**src/hw/rtl/cwf_pkg.sv**
```systemverilog
// ----------------------------------------------------------------------------
// cwf_pkg
// Shared types and constants for the window filter.
// ----------------------------------------------------------------------------
package cwf_pkg;
    localparam int unsigned PIX_W   = 24;
    localparam int unsigned SAMP_W  = 8;
    localparam int unsigned COEF_W  = 12;
    localparam int unsigned ROW_W   = 60;
    localparam int unsigned NUM_CH  = 3;
    localparam int unsigned REG_IDX_W = 3;
    localparam int unsigned DATA_W  = 64;

    localparam logic [REG_IDX_W-1:0] REG_COEFF0 = 3'd0;
    localparam logic [REG_IDX_W-1:0] REG_COEFF1 = 3'd1;
    localparam logic [REG_IDX_W-1:0] REG_COEFF2 = 3'd2;
    localparam logic [REG_IDX_W-1:0] REG_COEFF3 = 3'd3;
    localparam logic [REG_IDX_W-1:0] REG_COEFF4 = 3'd4;
    localparam logic [REG_IDX_W-1:0] REG_WIDTH  = 3'd5;
    localparam logic [REG_IDX_W-1:0] REG_HEIGHT = 3'd6;
    localparam logic [REG_IDX_W-1:0] REG_MODE   = 3'd7;

    typedef struct packed {
        logic [SAMP_W-1:0] sample_0;
        logic [SAMP_W-1:0] sample_1;
        logic [SAMP_W-1:0] sample_2;
    } t_in_item;

    typedef struct packed {
        logic [SAMP_W-1:0] result_0;
        logic [SAMP_W-1:0] result_1;
        logic [SAMP_W-1:0] result_2;
        logic              row_end;
        logic              frame_end;
    } t_out_item;

    typedef struct packed {
        logic [3:0]        index;
        logic [DATA_W-1:0] data;
    } t_cfg_item;

    // Tags that travel with a window through the lane pipeline.
    typedef struct packed {
        logic valid;
        logic color;
        logic row_end;
        logic frame_end;
    } t_tag;
endpackage

```
**src/hw/rtl/cwf_lane.sv**
```systemverilog
// ----------------------------------------------------------------------------
// cwf_lane
// One channel lane: KxK products, registered, then summed and registered.
// ----------------------------------------------------------------------------
module cwf_lane #(
    parameter int unsigned K = 3,
    parameter int unsigned ACC_W = 26
) (
    input  logic                           i_clk,
    input  logic                           i_en,
    input  logic [K*K*cwf_pkg::SAMP_W-1:0] i_px,
    input  logic [K*K*cwf_pkg::COEF_W-1:0] i_coef,
    output logic signed [ACC_W-1:0]        o_sum
);
    import cwf_pkg::*;
    localparam int unsigned PROD_W = COEF_W + SAMP_W + 1;

    logic signed [PROD_W-1:0] r_prod [K*K];
    logic signed [ACC_W-1:0]  r_sum;
    logic signed [ACC_W-1:0]  n_sum;

    always_ff @(posedge i_clk) begin
        if (i_en) begin
            for (int i = 0; i < K*K; i++) begin
                r_prod[i] <= $signed({1'b0, i_px[i*SAMP_W +: SAMP_W]})
                           * $signed(i_coef[i*COEF_W +: COEF_W]);
            end
        end
    end

    always_comb begin
        n_sum = '0;
        for (int i = 0; i < K*K; i++) begin
            n_sum = n_sum + ACC_W'(r_prod[i]);
        end
    end

    always_ff @(posedge i_clk) begin
        if (i_en) begin
            r_sum <= n_sum;
        end
    end
    assign o_sum = r_sum;
endmodule

```
**config.mk**
```make
export PLATFORM = sky130hd
export DESIGN_NAME = cwf_lane
export DESIGN_NICKNAME = d
export VERILOG_FILES = /design/src/hw/rtl/cwf_pkg.sv /design/src/hw/rtl/cwf_lane.sv
export SDC_FILE = /design/constraint.sdc
export NUM_CORES = 2
export LEC_CHECK = 0
export BUFFER_PORTS_ARGS = -buffer_cell sky130_fd_sc_hd__buf_2
export CAP_MARGIN = 15
export CORE_AREA = 2 2 277 279
export DETAILED_ROUTE_END_ITERATION = 7
export DIE_AREA = 0 0 279 281
export PLACE_DENSITY_LB_ADDON = 0.1
export SLEW_MARGIN = 20
export SYNTH_ARGS = -nofsm -noshare
export SYNTH_HDL_FRONTEND = slang
export SYNTH_SLANG_ARGS = --single-unit
```
**constraint.sdc**
```tcl
create_clock -name i_clk -period 4.5 [get_ports i_clk]
set_clock_uncertainty 0.1 [all_clocks]
set_input_delay 0.225 -clock i_clk [delete_from_list [all_inputs] [get_ports i_clk]]
set_output_delay 0.225 -clock i_clk [all_outputs]
set_load 0.02 [all_outputs]
```
==> impl_results.md <==
* Status: finished with violations
* Violations in the final reports: negative setup slack
* Final standard cell area without fillers at 51090 µm²
* Placed cells at 6262
* Clock Latency Late Sink at 0.54 ns
* Crit Path Class: register to register
* Horizontal die dimension at 279 µm
* Port Buffer Count at 207
* Net count, final at roughly 6800
* R2R Setup Slk at -0.11 ns
* Max Freq at 217.0 MHz
* Yosys warnings at 0
* DPL Wire Length at roughly 87000 µm
* Clock tree buffer depth at 3
* Ys async rst share at 0%
* Clock tree from TritonCTS: yes
* First-pass GRT wire length at approximately 170000 µm
* Cell area after technology mapping at 44150 µm²
* Count of distinct cell types in the synthesized netlist at 72
* Tightest Hold Check Type: input port to register
* Area of the multi-input gates at 32590 µm²
* Remaining antenna violation count after routing at 0
* Number of cells on the worst hold path at 2
* Critical path fanouts, max at 3
* Area Growth Syn to Fin at 15.73%
* Initial detailed-routing violation count at 1532
* GRT Residual Overflow at 0
* Detail-routed net length per standard cell at ~16 µm
* Setup repair after global routing missed its margin: yes
* Number of search-and-repair iterations in the first detailed-routing pass at 7
* Area share of the leading cell type in the synthesized netlist at 38.64%
* Library cell occupying the most area in the post-synthesis netlist: sky130_fd_sc_hd__fa_1
* Average cell area after synthesis at 9.471 µm²
* Die area at 78400 µm²
* Min setup slack post-route at -0.1077 ns
* FF-to-FF path depth at 14
* Reg clk slew, reported paths at 0.06 ns
* Total track usage at 26.49%
* Hold Worst Slack at 0.01207 ns
* Num rows at between 100 and 150
* Maximum number of pins on one net before global-route repair at 95
* Final-layout fill cell count at 6146
* Cell at the root of the clock tree: sky130_fd_sc_hd__clkbuf_16
* Share of the yosys chip area belonging to registers at 14.62%
* Initial Utilization at 58.52%
* RD Place Congestion at 0.8915
* Number of cells produced by synthesis at 4661
* Overall die height at 281 µm
* Via density at 5.026
* Detailed-route via count at roughly 32000
* Largest cells by area after synthesis: sky130_fd_sc_hd__fa_1 (39%), sky130_fd_sc_hd__edfxtp_1 (15%), sky130_fd_sc_hd__inv_1 (12%)
* Hold Vio Cnt, Final at 0
* Transition time at the pin with the least slew margin at 0.7424 ns
* Number of antenna violations at the first check in global routing at 12
* Core Region at about 75000 µm²
* Layout cells sized above 1 at 15.62%
* Number of synthesized register bits at 215
* Final instance count without filler cells at 6316
* Number of clock sinks at 215
* Setup-failing EPs final at 9
* TritonCTS Buffers at 23
* Area post-placement at about 50000 µm²
* Slew Limit Fails at 0
* Number of ports placed on the die boundary at roughly 210
* End-of-flow core utilization at 67.72%
* Remaining design rule violation count at 0
* Synth Net Count at 6099
* Commonest register cell after synthesis: sky130_fd_sc_hd__edfxtp_1
* Number of enable flip-flop cells after synthesis at 215
* Number of global-route vias before repair at 33880
* Minimum clock period at 4.608 ns
* Number of violations of the max-capacitance limit at 0
* Portion of the clock cycle consumed by the worst path in the final layout at 102.4%
* Wire length after detailed routing at 98540 µm
* Sequential cell area at 6456 µm²
* Tightest slew margin relative to the limit at slightly above 50%
* H-tree lvl count at 1
* Endpoint required time on the critical path at 4.69 ns
* Element type at the critical path end: register
* Critical Path Source Type: register
* Arrival time reported for the critical path endpoint at 4.79 ns
[per-stage QoR]
step | setup slack [ns] | setup TNS [ns]
final | -0.1077 | -0.3923
after global routing | -0.2527 | -1.810
after CTS | -0.07812 | -0.3842
after detailed placement | -0.3753 | -9.016
after global placement | -0.3166 | -6.384
after floorplan | -0.03801 | -0.03801
[cells in the final DEF, fill, tap and decap left out, types with 54 or more instances in the layout]
cell type                  instances
sky130_fd_sc_hd__a21oi_1         117
sky130_fd_sc_hd__nand2_1         431
sky130_fd_sc_hd__buf_2           206
sky130_fd_sc_hd__nor2_1           77
sky130_fd_sc_hd__edfxtp_1        215
sky130_fd_sc_hd__ha_1            392
sky130_fd_sc_hd__buf_4           497
sky130_fd_sc_hd__fa_1            842
sky130_fd_sc_hd__a21o_1           55
sky130_fd_sc_hd__and2_1          497
sky130_fd_sc_hd__o21ai_0          54
sky130_fd_sc_hd__inv_1          1354
sky130_fd_sc_hd__xnor2_1         129
[kinds of logic after synthesis]
group / share of synthesized area [%]
flops: 14.62
buf+inv: 12.34
simple gates: 13.68
xor+xnor: 3.452
fa+ha+maj: 50.09
compound gates: 5.629
mux: 0.1842
[synthesized netlist by cell type, types with 44 or more instances]
library cell / number
sky130_fd_sc_hd__inv_1: 1368
sky130_fd_sc_hd__fa_1: 852
sky130_fd_sc_hd__and2_1: 497
sky130_fd_sc_hd__nand2_1: 433
sky130_fd_sc_hd__ha_1: 404
sky130_fd_sc_hd__edfxtp_1: 215
sky130_fd_sc_hd__xnor2_1: 130
sky130_fd_sc_hd__a21oi_1: 123
sky130_fd_sc_hd__clkbuf_1: 82
sky130_fd_sc_hd__nor2_1: 77
sky130_fd_sc_hd__o21ai_0: 56
sky130_fd_sc_hd__a21o_1: 55
sky130_fd_sc_hd__xor2_1: 44
[cell type report]
cell class | count | area share, %
diodes | 6 | 0.02939
clock buffers | 25 | 1.141
clock inverters | 17 | 0.3208
inverters | 1368 | 10.05
multi-input cells | 2995 | 63.78
flip-flops and latches | 215 | 12.64
well taps | 978 | 2.395
repair buffers | 712 | 9.646
[flip-flops by register name (all words and copies together), names as in the netlist]
signal	count
r_prod	189
o_sum	26
[routing by layer]
layer / global-route usage [%] / routed length, µm
met3: 3.176 / 4164
met1: 34.08 / 41420
met5: 0 / 41
met2: 46.41 / 48920
met4: 9.374 / 3992
[final timing paths]
path,from,to
hold / removal,i_coef[36],r_prod[0][63]
setup / recovery,r_prod[0][76],o_sum[23]
setup reg to reg,r_prod[0][76],o_sum[23]
hold reg to reg,r_prod[0][168],o_sum[0]
[worst max-delay path, stage by stage, from the launching register on]
cell and delay [ns]:
sky130_fd_sc_hd__edfxtp_1 0.47, sky130_fd_sc_hd__fa_1 0.55, sky130_fd_sc_hd__fa_1 0.53, sky130_fd_sc_hd__fa_1 0.50
sky130_fd_sc_hd__inv_1 0.05, sky130_fd_sc_hd__fa_1 0.50, sky130_fd_sc_hd__inv_1 0.05, sky130_fd_sc_hd__ha_1 0.32
sky130_fd_sc_hd__a21oi_1 0.24, sky130_fd_sc_hd__a22oi_2 0.11, sky130_fd_sc_hd__a211o_1 0.35, sky130_fd_sc_hd__nor3_4 0.24
sky130_fd_sc_hd__o21ai_1 0.08, sky130_fd_sc_hd__a21o_1 0.17, sky130_fd_sc_hd__xnor2_1 0.12
[repair_timing]
item / 4_1_cts / 5_1_grt
buffers inserted: 1 / 5
hold buffers: 0 / 0
setup endpoints to repair: 13 / 15
pin swaps: 32 / 26
gates resized for setup: 34 / 22
hold endpoints to repair: 0 / 0
cloned: 0 / 0
Power is left out: the tool's default activity adds up to more than one toggle a clock period on the data nets, which glitch-free logic cannot reach.
