**src/hw/rtl/cwf_pkg.sv**
```systemverilog
// ----------------------------------------------------------------------------
// cwf_pkg
// Shared types and constants for the window filter.
// ----------------------------------------------------------------------------
package cwf_pkg;
    localparam int unsigned PIX_W   = 24;
    localparam int unsigned SAMP_W  = 8;
    localparam int unsigned COEF_W  = 12;
    localparam int unsigned ROW_W   = 60;
    localparam int unsigned NUM_CH  = 3;
    localparam int unsigned REG_IDX_W = 3;
    localparam int unsigned DATA_W  = 64;

    localparam logic [REG_IDX_W-1:0] REG_COEFF0 = 3'd0;
    localparam logic [REG_IDX_W-1:0] REG_COEFF1 = 3'd1;
    localparam logic [REG_IDX_W-1:0] REG_COEFF2 = 3'd2;
    localparam logic [REG_IDX_W-1:0] REG_COEFF3 = 3'd3;
    localparam logic [REG_IDX_W-1:0] REG_COEFF4 = 3'd4;
    localparam logic [REG_IDX_W-1:0] REG_WIDTH  = 3'd5;
    localparam logic [REG_IDX_W-1:0] REG_HEIGHT = 3'd6;
    localparam logic [REG_IDX_W-1:0] REG_MODE   = 3'd7;

    typedef struct packed {
        logic [SAMP_W-1:0] sample_0;
        logic [SAMP_W-1:0] sample_1;
        logic [SAMP_W-1:0] sample_2;
    } t_in_item;

    typedef struct packed {
        logic [SAMP_W-1:0] result_0;
        logic [SAMP_W-1:0] result_1;
        logic [SAMP_W-1:0] result_2;
        logic              row_end;
        logic              frame_end;
    } t_out_item;

    typedef struct packed {
        logic [3:0]        index;
        logic [DATA_W-1:0] data;
    } t_cfg_item;

    // Tags that travel with a window through the lane pipeline.
    typedef struct packed {
        logic valid;
        logic color;
        logic row_end;
        logic frame_end;
    } t_tag;
endpackage

```
**src/hw/rtl/cwf_merge.sv**
```systemverilog
// ----------------------------------------------------------------------------
// cwf_merge
// Rounds each lane sum (nearest, ties to even), saturates and packs the item.
// ----------------------------------------------------------------------------
module cwf_merge #(
    parameter int unsigned FRAC  = 8,
    parameter int unsigned ACC_W = 26
) (
    input  logic                               i_clk,
    input  logic                               i_en,
    input  logic signed [cwf_pkg::NUM_CH*ACC_W-1:0] i_sums,
    input  cwf_pkg::t_tag                      i_tag,
    output cwf_pkg::t_out_item                 o_item
);
    import cwf_pkg::*;

    logic [SAMP_W-1:0] n_res [NUM_CH];
    t_out_item         r_item;

    function automatic logic [SAMP_W-1:0] round_sat(input logic signed [ACC_W-1:0] s);
        logic signed [ACC_W-1:0] q;
        logic [FRAC-1:0]         rem;
        logic                    up;
        logic signed [ACC_W-1:0] v;
        q   = s >>> FRAC;
        rem = s[FRAC-1:0];
        up  = (rem > (FRAC)'(1 << (FRAC-1)))
           || ((rem == (FRAC)'(1 << (FRAC-1))) && q[0]);
        v   = q + ACC_W'(up);
        if (v < 0) begin
            return '0;
        end else if (v > 255) begin
            return '1;
        end
        return v[SAMP_W-1:0];
    endfunction

    always_comb begin
        for (int c = 0; c < NUM_CH; c++) begin
            n_res[c] = round_sat(i_sums[c*ACC_W +: ACC_W]);
        end
    end

    always_ff @(posedge i_clk) begin
        if (i_en) begin
            r_item.result_0  <= n_res[0];
            r_item.result_1  <= i_tag.color ? n_res[1] : '0;
            r_item.result_2  <= i_tag.color ? n_res[2] : '0;
            r_item.row_end   <= i_tag.row_end;
            r_item.frame_end <= i_tag.frame_end;
        end
    end
    assign o_item = r_item;
endmodule

```
**config.mk**
```make
export PLATFORM = sky130hd
export DESIGN_NAME = cwf_merge
export DESIGN_NICKNAME = d
export VERILOG_FILES = /design/src/hw/rtl/cwf_pkg.sv /design/src/hw/rtl/cwf_merge.sv
export SDC_FILE = /design/constraint.sdc
export NUM_CORES = 1
export LEC_CHECK = 0
export BUFFER_PORTS_ARGS = -buffer_cell sky130_fd_sc_hd__buf_2
export CORE_AREA = 2 2 82 84
export DETAILED_ROUTE_END_ITERATION = 8
export DIE_AREA = 0 0 84 86
export HOLD_SLACK_MARGIN = 0.1
export PLACE_DENSITY = 0.69
export RECOVER_POWER = 100
export SYNTH_ARGS = -nofsm -noshare
export SYNTH_HDL_FRONTEND = slang
export SYNTH_SLANG_ARGS = --single-unit
```
**constraint.sdc**
```tcl
create_clock -name i_clk -period 5.4 [get_ports i_clk]
set_input_delay 1.08 -clock i_clk [delete_from_list [all_inputs] [get_ports i_clk]]
set_output_delay 1.08 -clock i_clk [all_outputs]
set_load 0.05 [all_outputs]
```
==> qor.csv, run 1 <==
metric,value,unit
hp-class,in2reg,
synth_fa_ha_area_frac,0.0175,
rsz0062_at_grt,false,
synthFlopType,edfxtp_1,
gp_congestion,0.899,
diodes,0,
ir_drop,0.000111,V
initialDrtViolationCount,54,
synth_compound_area_frac,0.159,
post_cts_buffers,0,
critical_path.max_fanout,8,
dp_cells,415,
antenna_left,0,
wire_per_inst,12.7,um
tns,0,ps
netlist-cell-type-count,49,
worstMarginPinSlew,1370,ps
clock_sinks,26,
coreArea,6280,um^2
grt_use_total,0.141,
ys_seq_area_frac,0.364,
drive_gt1_frac,0.260,
synthArstFlopShare,0,
timing.final.ws_setup,1780,ps
ys_seq_elements,26,
status,completed,
dieArea,7220,um^2
hold_viol_final,0,
slew_headroom,0.0842,
path_class,in2reg,
die_y,86,um
synth_top_family_by_area,simple AND/OR/NAND/NOR gates,
stdcell_count,419,
drv_slew,0,
syn_area_per_cell,9.18,um^2
cellLeakagePower,1.04,nW
grt_max_degree,27,
cp.arrival,3590,ps
hold-worst-slack,988,ps
synthesis.area,2150,um^2
setup_viol,0,
fin_nets,430,
grt.overflow.total,0,
fmax,0.276,GHz
rows,29,
drv_cap,0,
synth.net_count,321,
wl,5.33,mm
dr.pass1.iters,4,
grt_pass1_wl,8.62,mm
cts_buffers,3,
antenna_found_initial,0,
cts_hold_repair.buffers,0,
synthMuxAreaShare,0.0332,
place_ws,1870,ps
largest_reg_flops,26,
fp.dieW,84,um
cts_tree,done,
synth_xor_area_frac,0.0979,
power_density,188,nW/um^2
synth_edf_count,26,
grt_pass1_vias,2025,
startpoint_type,input port,
viasPerCell,5.37,
synthSimpleGateAreaFrac,0.302,
yosysWarningCount,0,
ios,110,
htreeDepth,1,
fin_crit_sh,0.671,
cts_root_buffer,clkbuf_8,
place_hpwl,4.44,mm
clk_pin_slew,90,ps
cts_buffer_depth,2,
io_buffers,108,
vias,2249,
fin_crit,3620,ps
crit_path_end_kind,register,
post-route-drc-count,0,
start_util,0.342,
area_growth,28.6,%
crit_required,5370,ps
ctsResizeCount,0,
synth_cells,234,
[area by class of cell]
class | count | area [um^2]
Fill cell | 660 | 3520
Clock inverter | 1 | 3.75
Tap cell | 77 | 96.3
Multi-Input combinational cell | 194 | 1300
Timing Repair Buffer | 108 | 504
Sequential cell | 26 | 781
Clock buffer | 3 | 41.3
Inverter | 10 | 37.5
[power by group]
group | switching, mW | total (mW) | internal, mW
Sequential | 0.00405 | 0.244 | 0.240
Combinational | 0.116 | 0.167 | 0.0506
Clock | 0.0590 | 0.110 | 0.0509
Total | 0.179 | 0.520 | 0.341
[cells in the final DEF, fill, tap and decap left out, types with 2 or more instances in the layout]
master / instances
or4_1: 2
nand4_1: 12
a211oi_1: 3
edfxtp_1: 26
a21oi_1: 14
xnor2_1: 13
a31oi_1: 9
o21ai_1: 2
and3_1: 6
nand2b_1: 3
nor3b_1: 2
nand2_1: 13
and4_1: 4
ha_1: 3
mux2i_1: 6
xor2_1: 11
o21ai_0: 11
buf_2: 79
nor2_1: 13
a211o_1: 2
clkbuf_8: 3
and2_1: 2
nor3_1: 6
inv_1: 10
and2_0: 2
a41oi_1: 2
clkbuf_1: 29
nand3_1: 19
nor4b_1: 5
nor4_1: 7
or3_1: 4
[stage by stage]
stage / utilization / instance area [um^2] / total power, mW
after floorplan: - / 2150 / 0.349
after global placement: 0.440 / 2760 / 0.418
after detailed placement: 0.440 / 2760 / 0.421
after CTS: 0.447 / 2810 / 0.532
after global routing: 0.440 / 2760 / 0.548
final: 0.440 / 2760 / 0.520
[cell usage after synthesis, types with 4 or more instances]
master | number | share of area
nor3_1 | 5 | 0.012
o21ai_1 | 10 | 0.023
a31oi_1 | 9 | 0.026
and4_1 | 4 | 0.016
nand4_1 | 12 | 0.035
xnor2_1 | 13 | 0.053
or3_1 | 4 | 0.012
mux2i_1 | 6 | 0.028
inv_1 | 10 | 0.017
and3_1 | 6 | 0.017
xor2_1 | 11 | 0.045
nor2_1 | 13 | 0.023
nand3_1 | 19 | 0.044
and2_1 | 4 | 0.012
nand2_1 | 13 | 0.023
a21oi_1 | 14 | 0.033
edfxtp_1 | 26 | 0.36
nor4b_1 | 5 | 0.020
nor4_1 | 6 | 0.017
[cells by family (layout without fill, tap and decap cells)]
family | Yosys count | after routing
buffers and inverters | 14 | 122
AO/OA/AOI/OAI | 53 | 53
flip-flops | 26 | 26
multiplexers | 7 | 7
XOR/XNOR | 24 | 24
adder cells (fa/ha/maj) | 3 | 3
AND/OR/NAND/NOR | 107 | 107
[critical path: stages]
cell	delay, ps
clkbuf_1	150
and2_0	150
ha_1	190
nand3_1	150
nor4_1	390
nand4_1	170
xnor2_1	150
nor4_1	960
a31oi_1	200
[routing by layer]
metal	global-route usage	vias to the layer above	wire length, um
met1	0.178	1023	2350
met5	0	-	0
met2	0.251	75	2620
met4	0.0323	0	46
met3	0.0241	6	316
li1	-	1145	-
[final timing paths]
kind,start,to,slack [ps],depth (start not counted)
setup / recovery,i_sums[60],o_item[3]$_SDFFCE_PN0P_,1780,9
hold / removal,i_tag[0],o_item[0]$_DFFE_PP_,990,1
No activity file was read; power rests on OpenSTA's default activity.
==> inputs of run 2 (changes only) <==
Clock period 5.4 ns to 3.5 ns, I/O delays scaled along.
==> run 2 against run 1 <==
Against the previous run:
- final area increased by 1.5%
- routed wire length rose by 2.6%
- sequential share of layout area decreased by 0.42 points
- combinational power rose by 56%
- die area unchanged
- sequential cell count is the same
- critical path type unchanged
- largest power group unchanged
- highest routed layer unchanged
==> qor.csv, run 2 (synthesis results as in run 1) <==
metric,value,unit,change
io_buffers,108,,unchanged
max_stage_delay,490,ps,-470 ps
fin_nets,431,,+0.23%
power_density,314,nW/um^2,+67%
start_util,0.342,,unchanged
diodes,0,,unchanged
viasPerCell,5.45,,+1.6%
cp.arrival,2880,ps,-710 ps
drive_gt1_frac,0.268,,+0.00799
fin_crit,2890,ps,
antenna_left,0,,unchanged
fin_area,2800,um^2,+1.5%
cellLeakagePower,1.06,nW,+1.4%
hold-worst-slack,608,ps,-381 ps
grt_use_total,0.146,,+0.00513
wire_per_inst,13.0,um,+2.3%
cp_slowest_cell,nor4_1,,
gp_congestion,0.905,,+0.57%
path_class,in2reg,,
cts_hold_repair.buffers,0,,unchanged
ir_drop,0.000235,V,+110%
rsz0062_at_grt,false,,
cts_buffer_depth,2,,unchanged
setup_viol,0,,unchanged
post_cts_buffers,0,,unchanged
final_cell_mix,"buf_2, clkbuf_1, edfxtp_1",,
fillers,661,,+0.15%
multi_input_area,1310,um^2,+0.87%
hold_viol_final,0,,unchanged
die_y,86,um,unchanged
clock_sinks,26,,unchanged
wl,5.47,mm,+2.6%
status,completed,,
stdcell_count,420,,+0.24%
cts_root_buffer,clkbuf_8,,
coreArea,6280,um^2,unchanged
cts_tree,done,,
post-route-drc-count,0,,unchanged
drv_cap,0,,unchanged
grt.overflow.total,0,,unchanged
largest_reg_flops,26,,unchanged
dp_cells,416,,+0.24%
placed_cell_area,2770,um^2,+0.27%
crit_path_end_kind,register,,
fmax,0.346,GHz,
worstHoldEndpoint,o_item[1]$_DFFE_PP_,,
layout_commonest_cell,buf_2,,
drv_slew,0,,unchanged
place_hpwl,4.51,mm,+1.4%
critical_path.max_fanout,8,,unchanged
worstMarginPinSlew,1350,ps,-25.6 ps
initialDrtViolationCount,58,,+7.4%
ff_latch_area,781,um^2,unchanged
grt_max_degree,27,,unchanged
hp-class,in2reg,,
slew_headroom,0.101,,+0.0171
ios,110,,unchanged
dieArea,7220,um^2,unchanged
grt_pass1_vias,2073,,+2.4%
crit_required,3490,ps,-1880 ps
worstPathCellList,clkbuf_1 > and2_0 > ha_1 > nand3_1 > nor4_1 > and3_1 > a221oi_1 > nor3_2 > a21oi_1,,
ctsResizeCount,0,,unchanged
vias,2291,,+1.9%
hold_depth,1,,unchanged
critPathTopFamily,simple AND/OR/NAND/NOR gates,,
fp.dieW,84,um,unchanged
area_growth,30.5,%,
clk_pin_slew,90,ps,about the same
min_from,i_tag[1],,
dr.pass1.iters,4,,unchanged
startpoint_type,input port,,
htreeDepth,1,,unchanged
power,0.881,mW,+69%
grt_pass1_wl,8.94,mm,+3.7%
antenna_found_initial,0,,unchanged
cts_buffers,3,,unchanged
rows,29,,unchanged
tns,0,ps,unchanged
path_buf_inv,1,,unchanged
fin_crit_sh,0.825,,
==> run 2: worst max-delay path by stage <==
stage | slack (ps) | cells after the start | startpoint | to
after detailed placement | 380 | 9 | i_sums[8] | o_item[19]$_DFFE_PP_
after CTS | 680 | 9 | i_sums[8] | o_item[19]$_DFFE_PP_
final | 610 | 9 | i_sums[8] | o_item[19]$_DFFE_PP_
after floorplan | 820 | 8 | i_sums[60] | o_item[3]$_SDFFCE_PN0P_
after global routing | 360 | 9 | i_sums[8] | o_item[19]$_DFFE_PP_
after global placement | 530 | 9 | i_sums[8] | o_item[19]$_DFFE_PP_
==> run 2: power breakdown <==
part | switching [mW] | leakage (nW) | total (mW) | internal (mW)
Sequential | 0.00630 | 0.252 | 0.376 | 0.370
Clock | 0.0923 | 0.0357 | 0.245 | 0.153
Combinational | 0.182 | 0.770 | 0.260 | 0.0784
Total | 0.280 | 1.06 | 0.881 | 0.601
==> run 2: layout make-up <==
type                    instances  share of cell area
clock buffers                   3              0.0147
clock inverters                 1              0.0107
inverters                      10              0.0134
multi-input cells             194               0.467
flip-flops and latches         26               0.279
well taps                      77              0.0344
repair buffers                109               0.181
==> run 2: per-stage QoR <==
step | util | setup slack (ps)
floorplan | - | 821
global placement | 0.441 | 532
detailed placement | 0.441 | 376
CTS | 0.453 | 683
global route | 0.446 | 355
finish | 0.446 | 614
==> run 2: routing by layer <==
metal / GRT usage / routed length [um] / vias to the layer above
li1: - / - / 1139
met1: 0.184 / 2360 / 1063
met2: 0.265 / 2740 / 85
met3: 0.0241 / 347 / 4
met4: 0.0264 / 21 / 0
met5: 0 / 0 / -
==> inputs of run 3 (changes only) <==
Settings changed: PLACE_DENSITY 0.69 to 0.71.
Clock period 3.5 ns to 2.5 ns, I/O delays scaled along.
==> run 3 against run 2 <==
Against the previous run:
- via count fell by 0.57%
- sequential power rose by 40%
- first-iteration DRC count rose by 74%
- count of clock-buffer cells in the layout did not move
- power rose by 28%
- worst setup slack got worse by 380 ps
- sequential share of layout area fell by 0.86 points
- routed wire length fell by 0.37%
- critical path type unchanged
- highest routed layer unchanged
==> qor.csv, run 3 (synthesis results as in run 1) <==
metric,value,unit,change
status,completed,,
worstMarginPinSlew,1360,ps,+9.05 ps
top_usage_layer,met2,,
dr.pass1.iters,4,,unchanged
clkPwrFrac,0.203,,-0.075
final_cell_mix,"buf_2, clkbuf_1, edfxtp_1",,
use_met1,0.177,,-0.00700
sw_frac_of_total,0.339,,+0.0209
clk_pin_slew,80,ps,about the same
fin_crit_sh,0.907,,
grt_pass1_wl,8.88,mm,-0.62%
cp.arrival,2260,ps,-620 ps
crit_path_end_kind,register,,
diodes,0,,unchanged
timing.final.ws_setup,234,ps,-380 ps
io_buffers,108,,unchanged
place_ws,-30.1,ps,-406 ps
cts_buffers,3,,unchanged
ctsResizeCount,0,,unchanged
place_hpwl,4.55,mm,+1.1%
placed_cell_area,2880,um^2,+4.1%
combPwrFrac,0.331,,+0.036
critical_path.max_fanout,8,,unchanged
antenna_found_initial,0,,unchanged
fin_nets,446,,+3.5%
htreeDepth,1,,unchanged
drv_cap,0,,unchanged
rows,29,,unchanged
cts_hold_repair.buffers,0,,unchanged
cts_buffer_depth,2,,unchanged
clock_sinks,26,,unchanged
wl,5.45,mm,-0.37%
initialDrtViolationCount,101,,+74%
grt_pass1_vias,2124,,+2.5%
post_cts_buffers,0,,unchanged
grt_util_met3,0.0260,,+0.00192
antenna_left,0,,unchanged
grt_max_degree,27,,unchanged
cts_root_buffer,clkbuf_8,,
slew_headroom,0.0952,,-0.00603
seq_power_share,0.466,,+0.039
startpoint_type,input port,,
fillers,653,,-1.2%
cp_slowest_cell,nor4_1,,
met2_usage,0.268,,+0.00291
drv_slew,0,,unchanged
internal_power,0.746,mW,+24%
path_class,in2reg,,
rsz0062_at_grt,false,,
viasPerCell,5.24,,-4.0%
drive_gt1_frac,0.302,,+0.0335
ir_drop,0.000257,V,+9.4%
ios,110,,unchanged
fmax,0.441,GHz,
worstPathCellList,clkbuf_1 > and2_0 > ha_1 > nand3_1 > nor4_1 > nand4_1 > xnor2_1 > nor4_2 > buf_4 > a31oi_1,,
wire_per_inst,12.5,um,-3.8%
setup_viol,0,,unchanged
die_y,86,um,unchanged
dieArea,7220,um^2,unchanged
power_density,390,nW/um^2,+24%
hold_viol_final,0,,unchanged
post-route-drc-count,0,,unchanged
largest_reg_flops,26,,unchanged
coreArea,6280,um^2,unchanged
hp-class,in2reg,,
fin_crit,2270,ps,
layout_commonest_cell,buf_2,,
cts_tree,done,,
fin_area,2890,um^2,+3.2%
start_util,0.342,,unchanged
cellLeakagePower,1.13,nW,+6.4%
grt.overflow.total,0,,unchanged
grt_use_total,0.144,,-0.00159
switchingPower,0.383,mW,+37%
vias,2278,,-0.57%
area_growth,34.7,%,
max_stage_delay,360,ps,-130 ps
crit_required,2490,ps,-1000 ps
gp_congestion,0.919,,+1.6%
fp.dieW,84,um,unchanged
-- run 3: through the flow --
| stage | cells | hold slack [ps] | util | TNS, ps | power [mW] |
|---|---|---|---|---|---|
| after floorplan | 234 | 599 | - | 0 | 0.754 |
| after global placement | 431 | 682 | 0.459 | 0 | 0.914 |
| after detailed placement | 431 | 678 | 0.459 | -124 | 0.920 |
| after CTS | 435 | 401 | 0.467 | 0 | 1.15 |
| after global routing | 435 | 391 | 0.461 | 0 | 1.19 |
| final | 435 | 411 | 0.461 | 0 | 1.13 |
-- run 3: path summary, 6_finish.rpt --
| kind | from | to | slack [ps] | depth (start not counted) |
|---|---|---|---|---|
| min | i_tag[1] | o_item[1]$_DFFE_PP_ | 410 | 1 |
| max | i_sums[60] | o_item[3]$_SDFFCE_PN0P_ | 230 | 10 |
-- run 3: power groups by stage --
stage / clock network (mW) / registers (mW) / logic (mW)
after detailed placement: 0 / 0.535 / 0.385
after global placement: 0 / 0.535 / 0.380
after floorplan: 0 / 0.658 / 0.0955
final: 0.229 / 0.526 / 0.374
after CTS: 0.240 / 0.525 / 0.386
after global routing: 0.258 / 0.530 / 0.404
-- run 3: layer usage --
metal | vias up | part of all wire
met5 | - | 0
met4 | 0 | 0.0029
met3 | 4 | 0.054
met2 | 68 | 0.49
met1 | 1037 | 0.45
li1 | 1169 | -
-- run 3: final cells by class --
type	count	area [um^2]	share of cell area
timing repair buffer	124	623	0.215
tap	77	96.3	0.0333
inverter	10	37.5	0.0130
clock inverter	1	3.75	0.00130
sequential	26	781	0.270
multi-input combinational	194	1310	0.453
clock buffer	3	41.3	0.0143
-- run 3: worst max-delay path: cells and delay by family --
family / cells / cell delay [ps]
and+or+nand+nor: 5 / 1070
buffers and inverters: 2 / 270
adders and majority gates: 1 / 160
AOI/OAI and AO/OA: 1 / 90
xor gates and xnor gates: 1 / 160
